<file path="config.mk">
export PLATFORM = sky130hd
export DESIGN_NAME = pngu_recon_flat
export DESIGN_NICKNAME = d
export VERILOG_FILES = /design/src/pngu_pkg.sv /design/src/pngu_if.sv /design/src/pngu_recon.sv /design/src/flat_wrapper.sv
export SDC_FILE = /design/constraint.sdc
export NUM_CORES = 1
export LEC_CHECK = 0
export BUFFER_PORTS_ARGS = -buffer_cell sky130_fd_sc_hd__buf_2
export CELL_PAD_IN_SITES_DETAIL_PLACEMENT = 0
export CELL_PAD_IN_SITES_GLOBAL_PLACEMENT = 2
export CORE_AREA = 2 2 166 168
export DETAILED_ROUTE_END_ITERATION = 16
export DIE_AREA = 0 0 168 170
export MAX_ROUTING_LAYER = met4
export PLACE_DENSITY = 0.79
export SYNTH_ARGS = -nofsm -noshare
export SYNTH_HDL_FRONTEND = slang
export SYNTH_SLANG_ARGS = --single-unit
</file>
<file path="constraint.sdc">
create_clock -name clk -period 16.9 [get_ports clk]
set_input_delay 2.535 -clock clk [delete_from_list [all_inputs] [get_ports clk]]
set_output_delay 2.535 -clock clk [all_outputs]
set_load 0.05 [all_outputs]
</file>
<file path="src/pngu_pkg.sv">
// ----------------------------------------------------------------------------
// pngu_pkg
// Shared types, constants and the paeth predictor for the scanline unfilter.
// ----------------------------------------------------------------------------
package pngu_pkg;

  localparam int BYTE_W     = 8;
  localparam int CFG_DATA_W = 14;
  localparam int CFG_IDX_W  = 1;
  localparam int LINE_CFG_W = 14;
  localparam int PIX_CFG_W  = 4;

  localparam logic [LINE_CFG_W-1:0] LINE_BYTES_RESET  = 14'd5;
  localparam logic [PIX_CFG_W-1:0]  PIXEL_BYTES_RESET = 4'd4;
  localparam logic [LINE_CFG_W-1:0] LINE_BYTES_MIN    = 14'd2;

  // configuration register index
  typedef enum logic [CFG_IDX_W-1:0] {
    CFG_LINE_BYTES  = 1'b0,
    CFG_PIXEL_BYTES = 1'b1
  } cfg_reg_t;

  // filter type of a scanline, bad marks a type byte above paeth
  typedef enum logic [2:0] {
    FILT_NONE  = 3'd0,
    FILT_SUB   = 3'd1,
    FILT_UP    = 3'd2,
    FILT_AVG   = 3'd3,
    FILT_PAETH = 3'd4,
    FILT_BAD   = 3'd5
  } filt_t;

  // per-item control handed from the column control to the datapath
  typedef struct packed {
    filt_t filt;
    logic  left_ok;
    logic  above_ok;
    logic  last;
  } data_tag_t;

  function automatic logic [BYTE_W-1:0] paeth(
    input logic [BYTE_W-1:0] a,
    input logic [BYTE_W-1:0] b,
    input logic [BYTE_W-1:0] c
  );
    logic [BYTE_W-1:0] pa;
    logic [BYTE_W-1:0] pb;
    logic [BYTE_W:0]   ab;
    logic [BYTE_W:0]   c2;
    logic [BYTE_W:0]   pc;
    logic [BYTE_W-1:0] res;
    pa = (b > c) ? (b - c) : (c - b);
    pb = (a > c) ? (a - c) : (c - a);
    ab = {1'b0, a} + {1'b0, b};
    c2 = {c, 1'b0};
    pc = (ab > c2) ? (ab - c2) : (c2 - ab);
    if (({1'b0, pa} <= {1'b0, pb}) && ({1'b0, pa} <= pc)) begin
      res = a;
    end else if ({1'b0, pb} <= pc) begin
      res = b;
    end else begin
      res = c;
    end
    return res;
  endfunction

endpackage

</file>
<file path="src/pngu_if.sv">


interface pngu_out_if;
  logic       valid;
  logic       ready;
  logic [7:0] pixel_byte;
  logic       line_end;
  logic       bad_filter;

  modport source (output valid, output pixel_byte, output line_end, output bad_filter,
                  input ready);
  modport sink (input valid, input pixel_byte, input line_end, input bad_filter,
                output ready);
endinterface

</file>
<file path="src/pngu_recon.sv">
// ----------------------------------------------------------------------------
// pngu_recon
// Reconstruction stage: predictor, pixel histories, row write-back, output.
// ----------------------------------------------------------------------------
module pngu_recon #(
  parameter int MAX_PIXEL_BYTES = 8,
  parameter int AW              = 13,
  parameter int PW              = 3
) (
  input  logic                            clk,
  input  logic                            rst,
  input  logic                            data_go,
  input  logic [pngu_pkg::BYTE_W-1:0]     coded_byte,
  input  logic [AW-1:0]                   rd_addr,
  input  pngu_pkg::data_tag_t             tag,
  input  logic [PW-1:0]                   left_sel,
  input  logic [pngu_pkg::BYTE_W-1:0]     rd_data,
  output logic                            hold,
  output logic                            wr_en,
  output logic [AW-1:0]                   wr_addr,
  output logic [pngu_pkg::BYTE_W-1:0]     wr_data,
  pngu_out_if.source                      out_ch
);

  localparam int BW = pngu_pkg::BYTE_W;

  logic                  s1_valid;
  logic [BW-1:0]         s1_fb;
  logic [AW-1:0]         s1_d;
  pngu_pkg::data_tag_t   s1_tag;
  logic                  s1_fwd;
  logic                  s1_go;

  logic [BW-1:0]         left_hist  [MAX_PIXEL_BYTES];
  logic [BW-1:0]         above_hist [MAX_PIXEL_BYTES];

  logic                  out_valid;
  logic [BW-1:0]         pixel_byte;
  logic                  line_end;
  logic                  bad_filter;

  logic [BW-1:0]         above_raw;
  logic [BW-1:0]         above;
  logic [BW-1:0]         left;
  logic [BW-1:0]         upper_left;
  logic [BW:0]           avg_sum;
  logic [BW-1:0]         pred;
  logic [BW-1:0]         val;

  always_comb begin
    s1_go = s1_valid && (!out_valid || out_ch.ready);
    hold  = s1_valid && !s1_go;

    // same entry written on the edge that read it: take the value just committed
    above_raw  = s1_fwd ? left_hist[0] : rd_data;
    above      = s1_tag.above_ok ? above_raw : '0;
    left       = s1_tag.left_ok ? left_hist[left_sel] : '0;
    upper_left = (s1_tag.left_ok && s1_tag.above_ok) ? above_hist[left_sel] : '0;
    avg_sum    = {1'b0, left} + {1'b0, above};

    case (s1_tag.filt)
      pngu_pkg::FILT_SUB:   pred = left;
      pngu_pkg::FILT_UP:    pred = above;
      pngu_pkg::FILT_AVG:   pred = avg_sum[BW:1];
      pngu_pkg::FILT_PAETH: pred = pngu_pkg::paeth(left, above, upper_left);
      default:              pred = '0;
    endcase
    val = s1_fb + pred;

    wr_en   = s1_go;
    wr_addr = s1_d;
    wr_data = val;

    out_ch.valid      = out_valid;
    out_ch.pixel_byte = pixel_byte;
    out_ch.line_end   = line_end;
    out_ch.bad_filter = bad_filter;
  end

  always_ff @(posedge clk) begin
    if (rst) begin
      s1_valid  <= 1'b0;
      out_valid <= 1'b0;
    end else begin
      if (data_go) begin
        s1_valid <= 1'b1;
      end else if (s1_go) begin
        s1_valid <= 1'b0;
      end
      if (s1_go) begin
        out_valid <= 1'b1;
      end else if (out_ch.ready) begin
        out_valid <= 1'b0;
      end
    end
  end

  always_ff @(posedge clk) begin
    if (data_go) begin
      s1_fb  <= coded_byte;
      s1_d   <= rd_addr;
      s1_tag <= tag;
      s1_fwd <= s1_valid && (s1_d == rd_addr);
    end
    if (s1_go) begin
      pixel_byte <= val;
      line_end   <= s1_tag.last;
      bad_filter <= (s1_tag.filt == pngu_pkg::FILT_BAD);
    end
  end

  // history entries are read only once the current line has filled them
  always_ff @(posedge clk) begin
    if (rst) begin
      for (int i = 0; i < MAX_PIXEL_BYTES; i++) begin
        left_hist[i]  <= '0;
        above_hist[i] <= '0;
      end
    end else if (s1_go) begin
      left_hist[0]  <= val;
      above_hist[0] <= above;
      for (int i = 1; i < MAX_PIXEL_BYTES; i++) begin
        left_hist[i]  <= left_hist[i-1];
        above_hist[i] <= above_hist[i-1];
      end
    end
  end

endmodule
</file>
<file path="src/flat_wrapper.sv">
// flat-port wrapper written by rule: the top's interface ports become plain ports
module pngu_recon_flat 
#(
  parameter int MAX_PIXEL_BYTES = 8,
  parameter int AW              = 13,
  parameter int PW              = 3
)
  (clk, rst, data_go, coded_byte, rd_addr, tag, left_sel, rd_data, hold, wr_en, wr_addr, wr_data, out_ch_valid, out_ch_pixel_byte, out_ch_line_end, out_ch_bad_filter, out_ch_ready);
  pngu_out_if out_ch_i ();
  input  logic clk;
  input  logic rst;
  input  logic data_go;
  input  logic [pngu_pkg::BYTE_W-1:0] coded_byte;
  input  logic [AW-1:0] rd_addr;
  input  pngu_pkg::data_tag_t tag;
  input  logic [PW-1:0] left_sel;
  input  logic [pngu_pkg::BYTE_W-1:0] rd_data;
  output logic hold;
  output logic wr_en;
  output logic [AW-1:0] wr_addr;
  output logic [pngu_pkg::BYTE_W-1:0] wr_data;
  output wire logic [$bits(out_ch_i.valid)-1:0] out_ch_valid;
  output wire logic [$bits(out_ch_i.pixel_byte)-1:0] out_ch_pixel_byte;
  output wire logic [$bits(out_ch_i.line_end)-1:0] out_ch_line_end;
  output wire logic [$bits(out_ch_i.bad_filter)-1:0] out_ch_bad_filter;
  input wire logic [$bits(out_ch_i.ready)-1:0] out_ch_ready;
  assign out_ch_valid = out_ch_i.valid;
  assign out_ch_pixel_byte = out_ch_i.pixel_byte;
  assign out_ch_line_end = out_ch_i.line_end;
  assign out_ch_bad_filter = out_ch_i.bad_filter;
  assign out_ch_i.ready = out_ch_ready;
  pngu_recon #(.MAX_PIXEL_BYTES(MAX_PIXEL_BYTES), .AW(AW), .PW(PW)) u_core (.clk(clk), .rst(rst), .data_go(data_go), .coded_byte(coded_byte), .rd_addr(rd_addr), .tag(tag), .left_sel(left_sel), .rd_data(rd_data), .hold(hold), .wr_en(wr_en), .wr_addr(wr_addr), .wr_data(wr_data), .out_ch(out_ch_i));
endmodule
</file>
# Word level (Yosys, flattened, before mapping)
# Memories as Yosys holds them, arrays and structs flattened.
# Index checks and enable logic that the tools add are counted.
[totals]
reg_bits = 40
mem_bits_rw = 128
inputBits = 42
out_inout_bits = 34
word_cells = 95
memories = 2
[op_classes]
n_addsub = 8
magnitude_cmp = 6
eq_ne = 6
muxes = 35
bitwise = 16
reduce_logical = 10
[memory_table]
columns = ["memory", "depth", "width", "rd", "rd_clocked_by_memory_dff", "write_ports", "line", "text"]
rows = [
  ["u_core.above_hist", 8, 8, 8, 0, 8, "pngu_recon.sv:35", "logic [BW-1:0] above_hist [MAX_PIXEL_BYTES];"],
  ["u_core.left_hist", 8, 8, 8, 0, 8, "pngu_recon.sv:34", "logic [BW-1:0] left_hist [MAX_PIXEL_BYTES];"],
]
[op_table]
columns = ["operator", "n"]
rows = [
  ["$mux W8", 24],
  ["$pmux W8 S4", 1],
  ["$sub A8 B8 Y8", 4],
  ["$le A8 B9 Y1", 2],
  ["$sub A9 B9 Y9", 2],
  ["$gt A8 B8 Y1", 2],
  ["$or A1 B1 Y1", 16],
  ["$eq A13 B13 Y1", 1],
  ["$add A8 B8 Y9", 1],
  ["$gt A9 B9 Y1", 1],
  ["$mux W1", 9],
  ["$mux W9", 1],
  ["$add A8 B8 Y8", 1],
  ["$le A8 B8 Y1", 1],
  ["$eq A3 B2 Y1 const B", 2],
  ["$eq A3 B3 Y1 const B", 2],
  ["$logic_and A1 B1 Y1", 5],
  ["$reduce_bool A2 Y1", 2],
  ["$eq A3 B1 Y1 const B", 1],
  ["$logic_not A1 Y1", 2],
  ["$logic_or A1 B1 Y1", 1],
]

# Logic depth before layout (Yosys ltp)
[depth]
ltp_word = 11
depth_mapped = 45
ltp_nobuf = 41

# Worst setup path before layout
# Ideal clock, no wire load.
[synth_timing]
path_kind = "input to output"
startpoint = "in left_sel[0]"
endpoint = "out wr_data[7] (netlist bit)"
arrival_ps = 11825
t_required_ps = 14365
path_slack_ps = 2540
path_stages = 41
path_buffers = 5
cell_sequence = "clkbuf_1 > buf_2 > buf_1 > mux4_2 > mux2_2 > nand2_1 > inv_1 > ha_1 > maj3_1 > a21oi_1 > o21bai_1 > a21oi_1 > xnor2_1 > ha_1 > clkbuf_1 > a21o_1 > a221oi_1 > a21oi_1 > [5 not listed] > a211oi_1 > o2111ai_1 > o211ai_1 > mux2i_1 > mux2_1 > nand4b_1 > buf_6 > o211ai_1 > a32o_1 > ha_1 > a21o_1 > a21oi_1 > o21bai_1 > a21oi_1 > o21bai_1 > a21oi_1 > xor2_1 > xnor2_1"
[synth_between]
elab_chain_len = 10
elab_cells_between_ends = 25
classes_between = "add/sub: 8; order compare: 6; mux: 8; reduce/logical: 1; memory: 2"
[synth_lines]
columns = ["item", "line", "text"]
rows = [
  ["start, declared", "flat_wrapper.sv:16", "input logic [PW-1:0] left_sel;"],
  ["$mem_v2 Z8 W8", "--", ""],
  ["$mux W8", "pngu_recon.sv:57", "left = s1_tag.left_ok ? left_hist[left_sel] : '0;"],
  ["$add A8 B8 Y9", "pngu_pkg.sv:54, pngu_recon.sv:59", ""],
  ["$sub A9 B9 Y9 / $gt A9 B9 Y1 (equally long branches)", "pngu_pkg.sv:56", "pc = (ab > c2) ? (ab - c2) : (c2 - ab);"],
  ["$mux W9", "pngu_pkg.sv:56", ""],
  ["$le A8 B9 Y1 (on tied branches)", "pngu_pkg.sv:59, pngu_pkg.sv:57", ""],
  ["$mux W8 / $logic_and A1 B1 Y1 (equally long branches)", "pngu_pkg.sv:59, pngu_pkg.sv:57", ""],
  ["$mux W8", "pngu_pkg.sv:57", "if (({1'b0, pa} <= {1'b0, pb}) && ({1'b0, pa} <= pc)) begin"],
  ["$pmux W8 S4 *", "pngu_recon.sv:61", "case (s1_tag.filt)"],
  ["$add A8 B8 Y8 *", "pngu_recon.sv:68", "val = s1_fb + pred;"],
  ["end, declared", "flat_wrapper.sv:21", "output logic [pngu_pkg::BYTE_W-1:0] wr_data;"],
]
# Every way passes the cells marked *; elsewhere a longest branch is shown, timed or not.

# Final worst setup path
# Ends and elaborated chain as after synthesis.

==> impl_results.md <==
* Slew @ Worst Pin at 1.032 ns
* CTS tree: built
* Detailed Place HPWL at between 20 and 25 mm
* CTS Hold Bufs at 0
* Hold Crit Class: reg2reg
* Total GRT Usage at 0.2134
* Final min period at 15.00 ns
* First-pass DRT Iterations at 5
* Initial Util at 0.4145
* FF-to-FF Start: u_core.s1_fwd$_DFFE_PP_
* Capturing point of the worst reg2reg path: u_core.left_hist[0][6]$_SDFFCE_PN0P_
* Share of cells above drive strength 1 at 0.1806
* Die H at 170 um
* Pre-CTS setup slack at ~2.0 ns
* Max cap viols at 0
* Seq/Total Area, Yosys at 0.4549
* Buffer type at the clock tree root: clkbuf_16
* Post-layout instance count excluding filler cells at about 1400
* Syn nets at 1085
* Post-CTS Resized at 0
* Final count of hold timing violations at 0
* Routed vias at 7615
* Reg2reg setup slack at between 7 and 8 ns
* CP startpoint kind: input pin
* Post-CTS Setup Inserts at 0
* First-pass GRT wire length at 45.13 mm
* Worst Hold Path Cells at 0
* Ports at 76
* CP Max Fanout at 18
* PD cells at 137.2 nW/um^2
* Rows at 60
* Clk_lat worst skew at roughly 0.43 ns
* Width of the die at 168 um
* Leakage at roughly 5.1 nW
* Setup WS post-layout at 1.904 ns
* Hold path startpoint: u_core.s1_tag[0]$_DFFE_PP_
* CP Data Arrival Time at approximately 12 ns
* Buffers from clock root to sink, at most at 2
* Pin count of the biggest net entering global routing at 82
* Outcome: complete, no violations
* Input/output buffers at between 70 and 80
* Async set-or-reset flop fraction in the synthesized netlist at 0
* Die area at roughly 29000 sq um
* Initial antenna violation count at 1
* Ys flop type: edfxtp_1
* Post-synth cell types at between 70 and 80
* Yosys reg bits at approximately 170
* Critical path start-end classification: in2out
* Setup TNS at 0 ns
* Residual DRC at 0
* Drt via density at between 5 and 6
* Number of flops mapped to enable cells by yosys at approximately 170
* Final wirelength at ~29 mm
* Mapped Cells at between 900 and 1000
* Vias in the first global route at 7600
* Clk sinks at 168
* Final Max Slew Viols at 0
* Final setup vio count at 0
* Rel. slew slack at 0.3120
* Worst EP required at between 10 and 15 ns
* Nets at roughly 1100
* Fin crit share at 0.8874
* Gr ovfl total at 0
* Cts bufs inserted at 17
* Worst Hold End: u_core.out_ch.line_end$_DFFE_PP_
* Worst setup EP type: output pin
* Synth Warn # at 0
* Final instance area at 12330 sq um
* CP peak stage delay at around 0.6 ns
* Core area at ~27000 sq um
* Finished Core Util at 0.4628
* Worst-path clk slew at 0.07 ns
* Antenna Nets Post-Route at 0
* Worst clock skew at 0.02160 ns
* Worst IR Drop VDD at roughly 100 uV
* Placer Congestion at ~0.92
* Avg WL per Cell at between 20 and 25 um
* Post-DP Area at about 12000 sq um
* CP max-delay cell: mux4_2
* FILL cells at about 2400
* Area growth syn-to-layout at 11.66%
* RSZ-0062 raised after global routing: no
* Mapped Avg Cell Area at about 12 sq um
* H-tree Lvls at 4
* Cell repeated most along the worst path: a21oi_1
* F_max at about 67 MHz
* Cells on worst reg2reg path at 38
* 1st-iter DRT viols at 585
* Placed cell count at roughly 1300
* Cell Area, Synth at 11050 sq um
[worst max-delay path: cells and delay by family]
kind,cells,cell delay (ns)
muxes,4,1.26
buffers and inverters,3,0.92
AOI/OAI and AO/OA,20,4.59
xor gates and xnor gates,4,0.97
adders and majority gates,5,1.51
and+or+nand+nor,2,0.64
[synth_stat cells, types with 3 or more instances]
cell type  count  share of area
or2_2          8         0.0045
inv_1         56          0.019
o22a_1         3         0.0024
and2_1        90          0.051
nand2b_1      11         0.0062
o21bai_1       7         0.0048
o31ai_1        6         0.0041
nand3_1       13         0.0059
a21o_1        15          0.010
nand2_1       51          0.017
a211oi_1      10         0.0068
and3_1         3         0.0017
buf_1          5         0.0017
nor4_1         3         0.0017
o22ai_1        7         0.0040
maj3_1         3         0.0027
mux2i_1       33          0.030
o21a_1         7         0.0048
clkbuf_1      31          0.011
nor2_1        45          0.015
ha_1          81          0.092
xor2_1        16          0.013
o221ai_1       3         0.0024
xnor2_1       30          0.024
a22oi_1        4         0.0027
o211ai_1       6         0.0041
a31oi_1        7         0.0040
nor3_1         8         0.0036
or3_1          3         0.0017
nand4_1       10         0.0057
a21oi_1       39          0.018
o21ai_0       30          0.014
nor2b_1       40          0.023
mux2_2        19          0.019
o21ai_1        4         0.0018
mux4_2        30          0.061
edfxtp_1     166           0.45
fa_1           5         0.0091
[cell usage in the layout, fill, tap and decap left out, types with 5 or more instances in the layout]
master and n:
edfxtp_1 166, and2_1 90, ha_1 81, buf_2 75, inv_1 56, nand2_1 51, nor2_1 44, nor2b_1 40
a21oi_1 39, mux2i_1 33, mux4_2 30, o21ai_0 30, xnor2_1 30, mux2_2 19, clkbuf_16 17, xor2_1 16
a21o_1 15, nand3_1 13, nand2b_1 10, a211oi_1 10, nand4_1 10, nor3_1 8, or2_2 8, buf_4 8
a31oi_1 7, o22ai_1 7, o21a_1 7, o21bai_1 7, o211ai_1 6, o31ai_1 5, fa_1 5
[registers in the layout, summed over array words and instances, names as in the netlist]
name                      flops
u_core.above_hist            64
u_core.left_hist             64
u_core.out_ch.bad_filter      1
u_core.out_ch.line_end        1
u_core.out_ch.pixel_byte      8
u_core.out_ch.valid           1
u_core.s1_fb                  8
u_core.s1_fwd                 1
u_core.s1_tag                 6
u_core.s1_valid               1
u_core.wr_addr               13
[metrics by stage]
step	hold slack (ns)	total power, mW
after floorplan	0.4003	1.109
after detailed placement	0.4063	1.296
after CTS	0.4398	1.697
after global routing	0.4636	1.793
final	0.4320	1.692
after global placement	0.4088	1.302
[how the worst max path moves through the flow]
stage	slack, ns	start	depth (start not counted)	end
after floorplan	2.54	left_sel[0]	41	wr_data[7]
after global placement	2.19	left_sel[0]	40	wr_data[6]
after detailed placement	2.00	left_sel[0]	38	wr_data[7]
after CTS	1.91	left_sel[0]	40	wr_data[6]
after global routing	1.20	left_sel[0]	39	wr_data[7]
final	1.90	left_sel[0]	38	wr_data[7]
[per-layer routing]
layer / part of all wire / wire, um / global-route usage / vias up
li1: - / - / - / 3630
met1: 0.49 / 13990 / 0.3048 / 3769
met2: 0.46 / 13350 / 0.3327 / 195
met3: 0.040 / 1144 / 0.02767 / 21
met4: 0.0089 / 257 / 0.03440 / 0
met5: 0 / 0 / - / -
[area by class of cell]
| type | instances | area (sq um) | area share |
|---|---|---|---|
| flip-flops and latches | 168 | 5025 | 0.4074 |
| repair buffers | 83 | 435.4 | 0.03530 |
| clock buffers | 17 | 425.4 | 0.03449 |
| clock inverters | 15 | 172.7 | 0.01400 |
| multi-input cells | 690 | 5632 | 0.4566 |
| inverters | 57 | 214.0 | 0.01735 |
| diodes | 1 | 2.502 | 0.0002029 |
| well taps | 341 | 426.7 | 0.03459 |
[cell families after synthesis]
kind of cell / count (synthesis) / share of synthesized area
multiplexers: 85 / 0.1138
AO/OA/AOI/OAI: 176 / 0.1104
buffers and inverters: 99 / 0.03704
adder cells (fa/ha/maj): 89 / 0.1035
XOR/XNOR: 46 / 0.03647
AND/OR/NAND/NOR: 294 / 0.1437
flip-flops: 168 / 0.4549
[where the power goes]
| part | total [mW] | leakage (nW) | switching, mW | internal (mW) |
|---|---|---|---|---|
| Combinational | 0.779 | 3.04 | 0.479 | 0.299 |
| Clock | 0.398 | 0.293 | 0.197 | 0.201 |
| Sequential | 0.516 | 1.75 | 0.0191 | 0.497 |
No activity file was read; power rests on OpenSTA's default activity.
