===== config.mk =====
export PLATFORM = sky130hd
export DESIGN_NAME = pngu_ctrl
export DESIGN_NICKNAME = d
export VERILOG_FILES = /design/src/pngu_pkg.sv /design/src/pngu_ctrl.sv
export SDC_FILE = /design/constraint.sdc
export NUM_CORES = 1
export LEC_CHECK = 0
export ABC_CLOCK_PERIOD_IN_PS = 4100
export BUFFER_PORTS_ARGS = -buffer_cell sky130_fd_sc_hd__buf_2
export CAP_MARGIN = 10
export CORE_ASPECT_RATIO = 2
export CORE_MARGIN = 2
export CORE_UTILIZATION = 51
export CTS_CLUSTER_DIAMETER = 120
export DETAILED_ROUTE_END_ITERATION = 10
export GPL_TIMING_DRIVEN = 1
export PLACE_DENSITY_LB_ADDON = 0.12
export SLEW_MARGIN = 20
export SYNTH_ARGS = -nofsm -noshare
export SYNTH_HDL_FRONTEND = slang
export SYNTH_SLANG_ARGS = --single-unit

===== constraint.sdc =====
create_clock -name clk -period 4.1 [get_ports clk]
set_clock_uncertainty 0.15 [all_clocks]
set_input_delay 0.615 -clock clk [delete_from_list [all_inputs] [get_ports clk]]
set_output_delay 0.615 -clock clk [all_outputs]
set_load 0.02 [all_outputs]

===== src/pngu_pkg.sv =====
// ----------------------------------------------------------------------------
// pngu_pkg
// Shared types, constants and the paeth predictor for the scanline unfilter.
// ----------------------------------------------------------------------------
package pngu_pkg;

  localparam int BYTE_W     = 8;
  localparam int CFG_DATA_W = 14;
  localparam int CFG_IDX_W  = 1;
  localparam int LINE_CFG_W = 14;
  localparam int PIX_CFG_W  = 4;

  localparam logic [LINE_CFG_W-1:0] LINE_BYTES_RESET  = 14'd5;
  localparam logic [PIX_CFG_W-1:0]  PIXEL_BYTES_RESET = 4'd4;
  localparam logic [LINE_CFG_W-1:0] LINE_BYTES_MIN    = 14'd2;

  // configuration register index
  typedef enum logic [CFG_IDX_W-1:0] {
    CFG_LINE_BYTES  = 1'b0,
    CFG_PIXEL_BYTES = 1'b1
  } cfg_reg_t;

  // filter type of a scanline, bad marks a type byte above paeth
  typedef enum logic [2:0] {
    FILT_NONE  = 3'd0,
    FILT_SUB   = 3'd1,
    FILT_UP    = 3'd2,
    FILT_AVG   = 3'd3,
    FILT_PAETH = 3'd4,
    FILT_BAD   = 3'd5
  } filt_t;

  // per-item control handed from the column control to the datapath
  typedef struct packed {
    filt_t filt;
    logic  left_ok;
    logic  above_ok;
    logic  last;
  } data_tag_t;

  function automatic logic [BYTE_W-1:0] paeth(
    input logic [BYTE_W-1:0] a,
    input logic [BYTE_W-1:0] b,
    input logic [BYTE_W-1:0] c
  );
    logic [BYTE_W-1:0] pa;
    logic [BYTE_W-1:0] pb;
    logic [BYTE_W:0]   ab;
    logic [BYTE_W:0]   c2;
    logic [BYTE_W:0]   pc;
    logic [BYTE_W-1:0] res;
    pa = (b > c) ? (b - c) : (c - b);
    pb = (a > c) ? (a - c) : (c - a);
    ab = {1'b0, a} + {1'b0, b};
    c2 = {c, 1'b0};
    pc = (ab > c2) ? (ab - c2) : (c2 - ab);
    if (({1'b0, pa} <= {1'b0, pb}) && ({1'b0, pa} <= pc)) begin
      res = a;
    end else if ({1'b0, pb} <= pc) begin
      res = b;
    end else begin
      res = c;
    end
    return res;
  endfunction

endpackage


===== src/pngu_ctrl.sv =====
// ----------------------------------------------------------------------------
// pngu_ctrl
// Configuration registers and column/row tracking at the input side.
// ----------------------------------------------------------------------------
module pngu_ctrl #(
  parameter int MAX_LINE_BYTES  = 8192,
  parameter int MAX_PIXEL_BYTES = 8,
  parameter int AW              = 13,
  parameter int PW              = 3
) (
  input  logic                                clk,
  input  logic                                rst,
  input  logic                                cfg_we,
  input  logic [pngu_pkg::CFG_IDX_W-1:0]      cfg_index,
  input  logic [pngu_pkg::CFG_DATA_W-1:0]     cfg_data,
  input  logic                                acc,
  input  logic [pngu_pkg::BYTE_W-1:0]         coded_byte,
  input  logic                                image_start,
  output logic                                data_go,
  output logic [AW-1:0]                       rd_addr,
  output pngu_pkg::data_tag_t                 tag,
  output logic [PW-1:0]                       left_sel
);

  localparam int LW   = $clog2(MAX_LINE_BYTES + 1);
  localparam int LenW = ($clog2(MAX_LINE_BYTES + 2) > pngu_pkg::LINE_CFG_W) ?
                        $clog2(MAX_LINE_BYTES + 2) : pngu_pkg::LINE_CFG_W;
  localparam int CmpW = (AW > pngu_pkg::PIX_CFG_W) ? AW : pngu_pkg::PIX_CFG_W;
  localparam logic [LenW-1:0] LenMax = LenW'(MAX_LINE_BYTES + 1);
  localparam logic [pngu_pkg::PIX_CFG_W-1:0] BppMax = pngu_pkg::PIX_CFG_W'(MAX_PIXEL_BYTES);

  logic [LW-1:0]                       column;
  logic [LW-1:0]                       column_next;
  logic                                past_first;
  logic                                past_first_next;
  pngu_pkg::filt_t                     row_filter;
  pngu_pkg::filt_t                     row_filter_next;
  logic [pngu_pkg::LINE_CFG_W-1:0]     line_bytes;
  logic [pngu_pkg::PIX_CFG_W-1:0]      pixel_bytes;

  logic [LW-1:0]                       col_eff;
  logic                                is_type;
  logic [LW-1:0]                       d_full;
  logic [pngu_pkg::PIX_CFG_W-1:0]      bpp;
  logic [LenW-1:0]                     len;
  logic                                last;

  always_comb begin
    col_eff = image_start ? '0 : column;
    is_type = (col_eff == '0);
    d_full  = col_eff - LW'(1);

    if (pixel_bytes == '0) begin
      bpp = pngu_pkg::PIX_CFG_W'(1);
    end else if (pixel_bytes > BppMax) begin
      bpp = BppMax;
    end else begin
      bpp = pixel_bytes;
    end

    if (line_bytes < pngu_pkg::LINE_BYTES_MIN) begin
      len = LenW'(pngu_pkg::LINE_BYTES_MIN);
    end else if (LenW'(line_bytes) > LenMax) begin
      len = LenMax;
    end else begin
      len = LenW'(line_bytes);
    end

    last = (LenW'(col_eff) >= (len - LenW'(1)));

    data_go  = acc && !is_type;
    rd_addr  = d_full[AW-1:0];
    left_sel = PW'(bpp - pngu_pkg::PIX_CFG_W'(1));

    tag.filt     = row_filter;
    tag.left_ok  = (CmpW'(d_full[AW-1:0]) >= CmpW'(bpp));
    tag.above_ok = past_first;
    tag.last     = last;

    column_next     = column;
    past_first_next = past_first;
    row_filter_next = row_filter;
    if (acc) begin
      if (is_type) begin
        column_next = LW'(1);
        if (image_start) begin
          past_first_next = 1'b0;
        end
        if (coded_byte > pngu_pkg::BYTE_W'(pngu_pkg::FILT_PAETH)) begin
          row_filter_next = pngu_pkg::FILT_BAD;
        end else begin
          row_filter_next = pngu_pkg::filt_t'(coded_byte[2:0]);
        end
      end else if (last) begin
        column_next     = '0;
        past_first_next = 1'b1;
      end else begin
        column_next = column + LW'(1);
      end
    end
  end

  always_ff @(posedge clk) begin
    if (rst) begin
      column      <= '0;
      past_first  <= 1'b0;
      row_filter  <= pngu_pkg::FILT_NONE;
      line_bytes  <= pngu_pkg::LINE_BYTES_RESET;
      pixel_bytes <= pngu_pkg::PIXEL_BYTES_RESET;
    end else begin
      column     <= column_next;
      past_first <= past_first_next;
      row_filter <= row_filter_next;
      if (cfg_we) begin
        case (pngu_pkg::cfg_reg_t'(cfg_index))
          pngu_pkg::CFG_LINE_BYTES:  line_bytes  <= cfg_data[pngu_pkg::LINE_CFG_W-1:0];
          pngu_pkg::CFG_PIXEL_BYTES: pixel_bytes <= cfg_data[pngu_pkg::PIX_CFG_W-1:0];
          default: ;
        endcase
      end
    end
  end

endmodule


=== Yosys cells after proc, flatten, opt, wreduce, memory -nomap -nowiden ===
Index checks and enable logic that the tools add are counted.
W data, S select, Z words.

* Equality and inequality tests: 1
* Multiplexer cells: 11
* Bitwise logic cells: 1
* Magnitude comparators: 6
* Reduce and logical (&&, ||, !) cells: 9
* $add $sub $neg: 4

{| class="wikitable"
|+ Operators by type and width
! kind !! count
|-
| $mux W14 || 5
|-
| $add A14 B1 Y14 const B || 1
|-
| $ge A14 B14 Y1 || 1
|-
| $gt A14 B14 Y1 const B || 1
|-
| $logic_not A14 Y1 || 1
|-
| $lt A14 B2 Y1 const B || 1
|-
| $sub A14 B1 Y14 const B || 1
|-
| $ge A13 B4 Y1 || 1
|-
| $sub A13 B1 Y13 const B || 1
|-
| $gt A8 B3 Y1 const B || 1
|-
| $mux W4 || 2
|-
| $reduce_and A2 Y1 || 3
|-
| $gt A4 B4 Y1 const B || 1
|-
| $logic_not A4 Y1 || 1
|-
| $mux W1 || 3
|-
| $mux W3 || 1
|-
| $reduce_and A3 Y1 || 1
|-
| $sub A3 B1 Y3 const B || 1
|-
| $ne A2 B2 Y1 const B || 1
|-
| $reduce_bool A2 Y1 || 1
|-
| $logic_and A1 B1 Y1 || 1
|-
| $logic_not A1 Y1 || 1
|-
| $not A1 Y1 || 1
|}

* Bits of input ports: 28
* Bits in registers: 36
* Logic and storage cells: 37
* Output and inout bits: 23

=== Logic depth before layout (Yosys ltp) ===
Gate-level depths: netlist of run 1.

* Word-level depth: 7
* Mapped depth: 20
* Depth with buffers taken out: 17

=== Worst setup path before layout of run 1 ===
No wires, ideal clock.

* Path type: input-to-output
* From: input port image_start
* To: output port tag[2] (netlist name)
* Buffers on the path: 4
* Data required time: 3.335 ns
* Stages on the path: 11
* Path slack: -0.207 ns
* Data arrival time: 3.542 ns
* Cells stage by stage: buf_2 clkbuf_1 clkbuf_1 nand2b_1 ha_1 clkbuf_1 xor2_1 ha_1 a21o_1 a2111oi_0 nand3b_1

{| class="wikitable"
|+ RTL lines
! item !! line !! text
|-
| from (decl) || pngu_ctrl.sv:18 || <nowiki>input logic image_start,</nowiki>
|-
| to (decl) || pngu_ctrl.sv:21 || <nowiki>output pngu_pkg::data_tag_t tag,</nowiki>
|}

==> results of run 1 <==
## cell usage after synthesis (2+ instances only)
| cell type | number | area share, % |
|---|---|---|
| nand2b_1 | 9 | 2.0 |
| dfxtp_1 | 36 | 26 |
| a22o_1 | 4 | 1.2 |
| and2_1 | 2 | 0.44 |
| o21a_1 | 2 | 0.53 |
| nor2_1 | 44 | 5.9 |
| nand3b_1 | 4 | 1.1 |
| clkbuf_1 | 12 | 1.6 |
| buf_6 | 2 | 0.80 |
| nor2b_1 | 13 | 2.9 |
| nor4_1 | 2 | 0.44 |
| a21oi_1 | 33 | 5.9 |
| o21ai_1 | 7 | 1.2 |
| nor3_1 | 9 | 1.6 |
| a211oi_1 | 4 | 1.1 |
| buf_4 | 2 | 0.53 |
| o21bai_1 | 2 | 0.53 |
| or3_1 | 5 | 1.1 |
| a211o_1 | 3 | 0.93 |
| nand4_1 | 2 | 0.44 |
| and3_1 | 4 | 0.89 |
| o21ai_0 | 5 | 0.89 |
| nor4_2 | 2 | 0.89 |
| inv_1 | 12 | 1.6 |
| a21o_1 | 5 | 1.3 |
| buf_1 | 2 | 0.27 |
| mux2i_1 | 4 | 1.4 |
| buf_2 | 5 | 0.89 |
| ha_1 | 22 | 9.8 |
| xor2_1 | 4 | 1.2 |
| o41ai_1 | 2 | 0.62 |
| a2111oi_0 | 2 | 0.62 |
| a22oi_1 | 2 | 0.53 |
| nand3_1 | 19 | 3.4 |
| or2_2 | 2 | 0.44 |
| o311a_1 | 2 | 0.71 |
| xnor2_1 | 12 | 3.7 |
| o211ai_1 | 5 | 1.3 |
| nand2_1 | 65 | 8.7 |
## layer usage
metal  routed length (um)  part of all wire, %
met3                  299                  3.6
met4                  521                  6.3
met1                 2830                   34
met5                    0                    0
met2                 4640                   56
## cells by family after synthesis
| logic type | Yosys count |
|---|---|
| simple gates | 186 |
| compound gates | 88 |
| flops | 36 |
| buf+inv | 35 |
| fa+ha+maj | 22 |
| xor+xnor | 16 |
| mux | 4 |
## worst min-delay path, stage by stage, from the launching register on
cell,delay (ns)
dfxtp_1,0.31
nand2_1,0.05
a21oi_1,0.05
## final timing paths
| path | from | endpoint | slack, ns |
|---|---|---|---|
| max | line_bytes[5] | tag[0] | 0.07 |
| min | pixel_bytes[0] | pixel_bytes[0] | 0.31 |
| max reg2reg | line_bytes[5] | column[11] | 0.22 |
| min reg2reg | pixel_bytes[0] | pixel_bytes[0] | 0.31 |
## registers in the layout, indices dropped and copies added (netlist names)
register and flops:
line_bytes 14, pixel_bytes 4, column 14, past_first 1, row_filter 3
## final cells by class
class | count | area [um2]
multi-input cells | 316 | 2110
repair buffers | 80 | 485
well taps | 60 | 75.1
fillers | 504 | 1840
inverters | 12 | 45.0
flip-flops and latches | 36 | 722
clock buffers | 7 | 96.3
## layout by cell type, fill, tap and decap left out, types with 3 or more instances in the layout
master / count
or3_4: 3
nand3b_1: 4
a21oi_1: 28
buf_4: 29
nor2_1: 41
a22o_1: 4
nand3_1: 18
nor3_1: 8
a211oi_1: 4
mux2i_1: 4
o21ai_1: 6
xor2_1: 3
ha_4: 3
clkbuf_8: 7
nand2b_1: 7
nor2b_1: 13
dfxtp_1: 35
a21o_1: 5
a21oi_2: 5
nand2_1: 61
o211ai_1: 5
o21ai_2: 3
ha_1: 17
a211o_1: 3
inv_1: 12
nand2_2: 3
buf_2: 49
xnor2_1: 12
and3_1: 4
o21ai_0: 3
## per-stage QoR
step	hold slack [ns]	power [mW]	instance area, um2	cells	setup slack (ns)
finish	0.310	0.938	3530	511	0.0671
global route	0.343	0.979	3530	511	-0.0884
CTS	0.313	0.922	3400	508	0.0218
detailed placement	0.302	0.616	3190	494	0.0324
global placement	0.300	0.614	3190	494	0.0915
floorplan	0.287	0.533	2830	387	0.00507
## report_power, final
part	switching, mW	internal (mW)
clock	0.131	0.150
sequential	0.0141	0.361
combinational	0.153	0.129
total	0.299	0.640
## what timing repair did
| item | 4_1_cts | 5_1_grt |
|---|---|---|
| hold buffers | 0 | 0 |
| gates resized for setup | 16 | 24 |
| setup buffers | 7 | 4 |
| pin swaps | 10 | 25 |
| endpoints found under the setup margin | 2 | 7 |
==> results.json, run 1 <==
{
  "first_global_vias": 2807,
  "antenna_found_initial": 0,
  "die_area_um2": 6170,
  "synth-compound-area-share_pct": 21.3,
  "p_leak_nw": 1.51,
  "syn2layout_area_growth_pct": 25.5,
  "grt.total_usage_pct": 27.0,
  "overflow": 0,
  "num_rows": 38,
  "rsz0062_at_grt": "yes",
  "totalWireLength_um": 8290,
  "synth_cell_type_count": 53,
  "ys_warn_count": 0,
  "grt.busiest_layer": "met2",
  "met1_usage_pct": 24.2,
  "path_class": "flop to primary output",
  "avgRoutedWirePerCell_um": 16.2,
  "detail-route-antenna-nets": 0,
  "slew-limit-headroom_pct": 38.2,
  "cp_cell_sequence": "or3_4, nor4_4, buf_4, nand2b_4, nor2_4, o21ai_2, ha_4, buf_4, a32oi_2, ha_4, a21o_1, a21o_1, a21oi_2, a21oi_2, buf_4",
  "cpMostUsedCell": "buf_4",
  "arrival_ns": 3.27,
  "min_path_type": "flop to flop",
  "yosys.area_share.simple_pct": 31.2,
  "syn_area_um2": 2820,
  "synth_mux_area_share_pct": 1.42,
  "fmax_ghz": 0.248,
  "port_buffers": 50,
  "cp.required_ns": 3.34,
  "ir_worst_vdd_v": 0.000288,
  "post-route-min-period_ns": 4.03,
  "tightest_slew_ns": 0.925,
  "drc_errors": 0,
  "antenna_cells": 0,
  "grtUsageMet2_pct": 52.7,
  "dp.final_hpwl_um": 6490,
  "clk_pin_slew_ns": 0.07,
  "maxSlewViolCount": 0,
  "synth_seq_cells": 36,
  "grt_max_degree": 27,
  "routed_via_density": 5.74,
  "hold_viol": 0,
  "cts-root-buf": "clkbuf_8",
  "crit_slowest_cell": "or3_4",
  "min_path_cells": 2,
  "critical_path.endpoint_type": "primary output",
  "cts_buffers": 5,
  "worst-path-stages": 15,
  "gr-usage-met3_pct": 4.27,
  "clock_latency_ns": 0.30,
  "cp_top_family": "compound AO/OA/AOI/OAI gates",
  "slowest_delay_ns": 0.39,
  "core_area_um2": 5370,
  "postSynthAreaPerCell_um2": 7.28,
  "syn_nets": 437,
  "post-route-util_pct": 65.8,
  "cts_tree": "done",
  "start_util_pct": 52.4,
  "status": "finished, final reports clean",
  "fin_tns_setup_ns": 0,
  "p_per_area_nw_per_um2": 266,
  "async_reset_ff_share_pct": 0,
  "htree_levels": 2,
  "synth_top_flop_cell": "dfxtp_1",
  "via_count": 2933,
  "synth_top_family_by_area": "simple AND/OR/NAND/NOR gates",
  "nets": 501,
  "ys_seq_area_share_pct": 25.6,
  "drt-initial-drc-count": 203,
  "clock_path_buffers": 2,
  "cts_sinks": 36,
  "grt_pass1_wl_um": 12800,
  "drive_gt1_share_pct": 27.7,
  "place.gp.congestion": 0.907,
  "crit_buf_inv": 3,
  "maxCapViolCount": 0,
  "r2r_cells": 17,
  "fp.dieW_um": 56.5,
  "min_period_over_period_pct": 98.4,
  "yosys.area_share.adder_pct": 9.77,
  "synth-xor-area-share_pct": 4.98,
  "die_h_um": 109,
  "cp-start-kind": "flop",
  "report.final.setup_viol": 0,
  "postSynthCellCount": 387,
  "dr.pass1.iters": 4,
  "io_pins": 51,
  "cp_max_fo": 7,
  "synth_edf_count": 0
}
(Power assumes the default switching activity.)
==> run 2: changes to the inputs <==
CORE_UTILIZATION = 53   (was 51)
CTS_BUF_LIST = sky130_fd_sc_hd__clkbuf_2 sky130_fd_sc_hd__clkbuf_4 sky130_fd_sc_hd__clkbuf_8   (was unset)
==> run 2 against run 1 <==
The flow now finishes with violations (negative setup slack). Clock-buffer cell count is 2 lower. Clock power increased by 14%. Non-clock buffer count is 5 higher. Highest routed layer unchanged. Worst hold slack improved by 0.0095 ns. Largest cell class unchanged.
==> results.json, run 2 (same netlist as run 1, synthesis figures left out) <==
{
  "min_period_over_period_pct": 101,
  "fp.dieW_um": 55.5,
  "worstReg2RegStart": "line_bytes[4]",
  "tightest_slew_ns": 0.915,
  "cp_cell_sequence": "or3_4, nor4_4, nand2_1, o21ai_1, and2_4, ha_4, nand2_4, o311a_1, a21oi_2, ha_4, o2111ai_4, a21oi_2, nor2_1, a21oi_2, buf_4",
  "fin_ws_ns": -0.0576,
  "arrival_ns": 3.39,
  "layout_common_cells": "63 x nand2_1, 49 x buf_2, 43 x nor2_1, 34 x dfxtp_1, 32 x buf_4",
  "die_area_um2": 5950,
  "place.gp.congestion": 0.919,
  "dr.pass1.iters": 4,
  "p_leak_nw": 1.55,
  "syn2layout_area_growth_pct": 27.0,
  "final_common_cell": "nand2_1",
  "fin_tns_setup_ns": -0.0576,
  "antenna_cells": 0,
  "cts-root-buf": "clkbuf_8",
  "antenna_found_initial": 0,
  "cts_tree": "done",
  "min_path_type": "flop to flop",
  "hold_viol": 0,
  "avgRoutedWirePerCell_um": 16.4,
  "critical_path.endpoint_type": "primary output",
  "largest_registers": "column x14, line_bytes x14, pixel_bytes x4",
  "fmax_ghz": 0.241,
  "cp-start-kind": "flop",
  "report.final.setup_viol": 1,
  "power.total_mw": 0.980,
  "p_per_area_nw_per_um2": 274,
  "maxSlewViolCount": 0,
  "crit_slowest_cell": "or3_4",
  "multiInputGateArea_um2": 2070,
  "start_util_pct": 54.8,
  "first_global_vias": 2927,
  "drt-initial-drc-count": 100,
  "via_count": 3050,
  "slew-limit-headroom_pct": 38.9,
  "rsz0062_at_grt": "yes",
  "cpMostUsedCell": "a21oi_2",
  "dp.final_hpwl_um": 6250,
  "status": "finished with violations",
  "grt_pass1_wl_um": 13200,
  "cts_buffers": 5,
  "fillers": 446,
  "cp.required_ns": 3.34,
  "clk_pin_slew_ns": 0.08,
  "drive_gt1_share_pct": 27.1,
  "totalWireLength_um": 8430,
  "grt.total_usage_pct": 28.4,
  "nets": 506,
  "overflow": 0,
  "cts_sinks": 36,
  "drc_errors": 0,
  "clock_latency_ns": 0.31,
  "io_pins": 51,
  "core_area_um2": 5140,
  "violations": "negative setup slack",
  "cp_max_fo": 4,
  "grt_max_degree": 27,
  "routed_via_density": 5.92,
  "die_h_um": 107,
  "detail-route-antenna-nets": 0,
  "crit_start": "line_bytes[4]",
  "num_rows": 37,
  "path_class": "flop to primary output",
  "htree_levels": 2,
  "maxCapViolCount": 0,
  "slowest_delay_ns": 0.40,
  "port_buffers": 50,
  "register_area_um2": 723,
  "ir_worst_vdd_v": 0.000321,
  "clock_path_buffers": 2,
  "min_from": "pixel_bytes[0]",
  "post-route-min-period_ns": 4.16
}
==> run 2: changes by cell type in the layout (fill, tap and decap cells not counted), sizes merged <==
cell	previous run	this run
clkinvlp	0	1
clkinv	0	1
bufinv	0	1
buf	80	83
==> run 2: path summary, 6_finish.rpt <==
check	end	slack (ns)	depth (start not counted)
max	tag[0]	-0.06	15
min	pixel_bytes[0]	0.32	2
max reg2reg	column[11]	0.05	18
min reg2reg	pixel_bytes[0]	0.32	2
==> run 2: report_power, final <==
part | internal [mW] | switching (mW)
Sequential | 0.361 | 0.0120
Combinational | 0.128 | 0.157
Clock | 0.180 | 0.142
Total | 0.670 | 0.311
==> run 2: metrics by stage <==
stage / instance area, um2 / util, % / setup WS, ns / hold slack, ns / cells
6_report: 3580 / 69.6 / -0.0576 / 0.320 / 515
5_1_grt: 3580 / 69.6 / -0.198 / 0.343 / 515
4_1_cts: 3430 / 66.8 / 0.00179 / 0.320 / 509
3_5_place_dp: 3220 / 62.6 / 0.0103 / 0.310 / 495
3_3_place_gp: 3220 / 62.6 / 0.0863 / 0.298 / 495
2_1_floorplan: 2830 / - / 0.00507 / 0.287 / 387
==> run 2: repair_timing <==
| item | CTS | global route |
|---|---|---|
| setup buffers | 6 | 5 |
| cloned | 0 | 2 |
| hold endpoints to repair | 0 | 0 |
| gates resized for setup | 16 | 18 |
| hold buffers | 0 | 0 |
| endpoints found under the setup margin | 2 | 9 |
| pin swaps | 11 | 16 |
==> run 2: routing by layer <==
metal	track usage [%]	vias to the layer above	wire, um
met1	25.1	1395	2810
met4	21.8	0	647
li1	-	1497	-
met3	4.58	51	295
met5	0	-	0
met2	54.8	107	4670
==> run 2: cell type report <==
type,instances,area share (%)
clock buffer,5,1.92
clock inverter,3,1.19
inverter,12,1.26
multi-input combinational,316,57.8
sequential,36,20.2
tap,58,2.03
timing repair buffer,85,15.6
==> run 2: critical path, delay by kind of cell, from the launching register on <==
kind                     cells  cell delay, ns
AO/OA/AOI/OAI                6            1.11
adder cells (fa/ha/maj)      2            0.35
buffers and inverters        1            0.18
flip-flops                   1            0.33
AND/OR/NAND/NOR              6            1.11
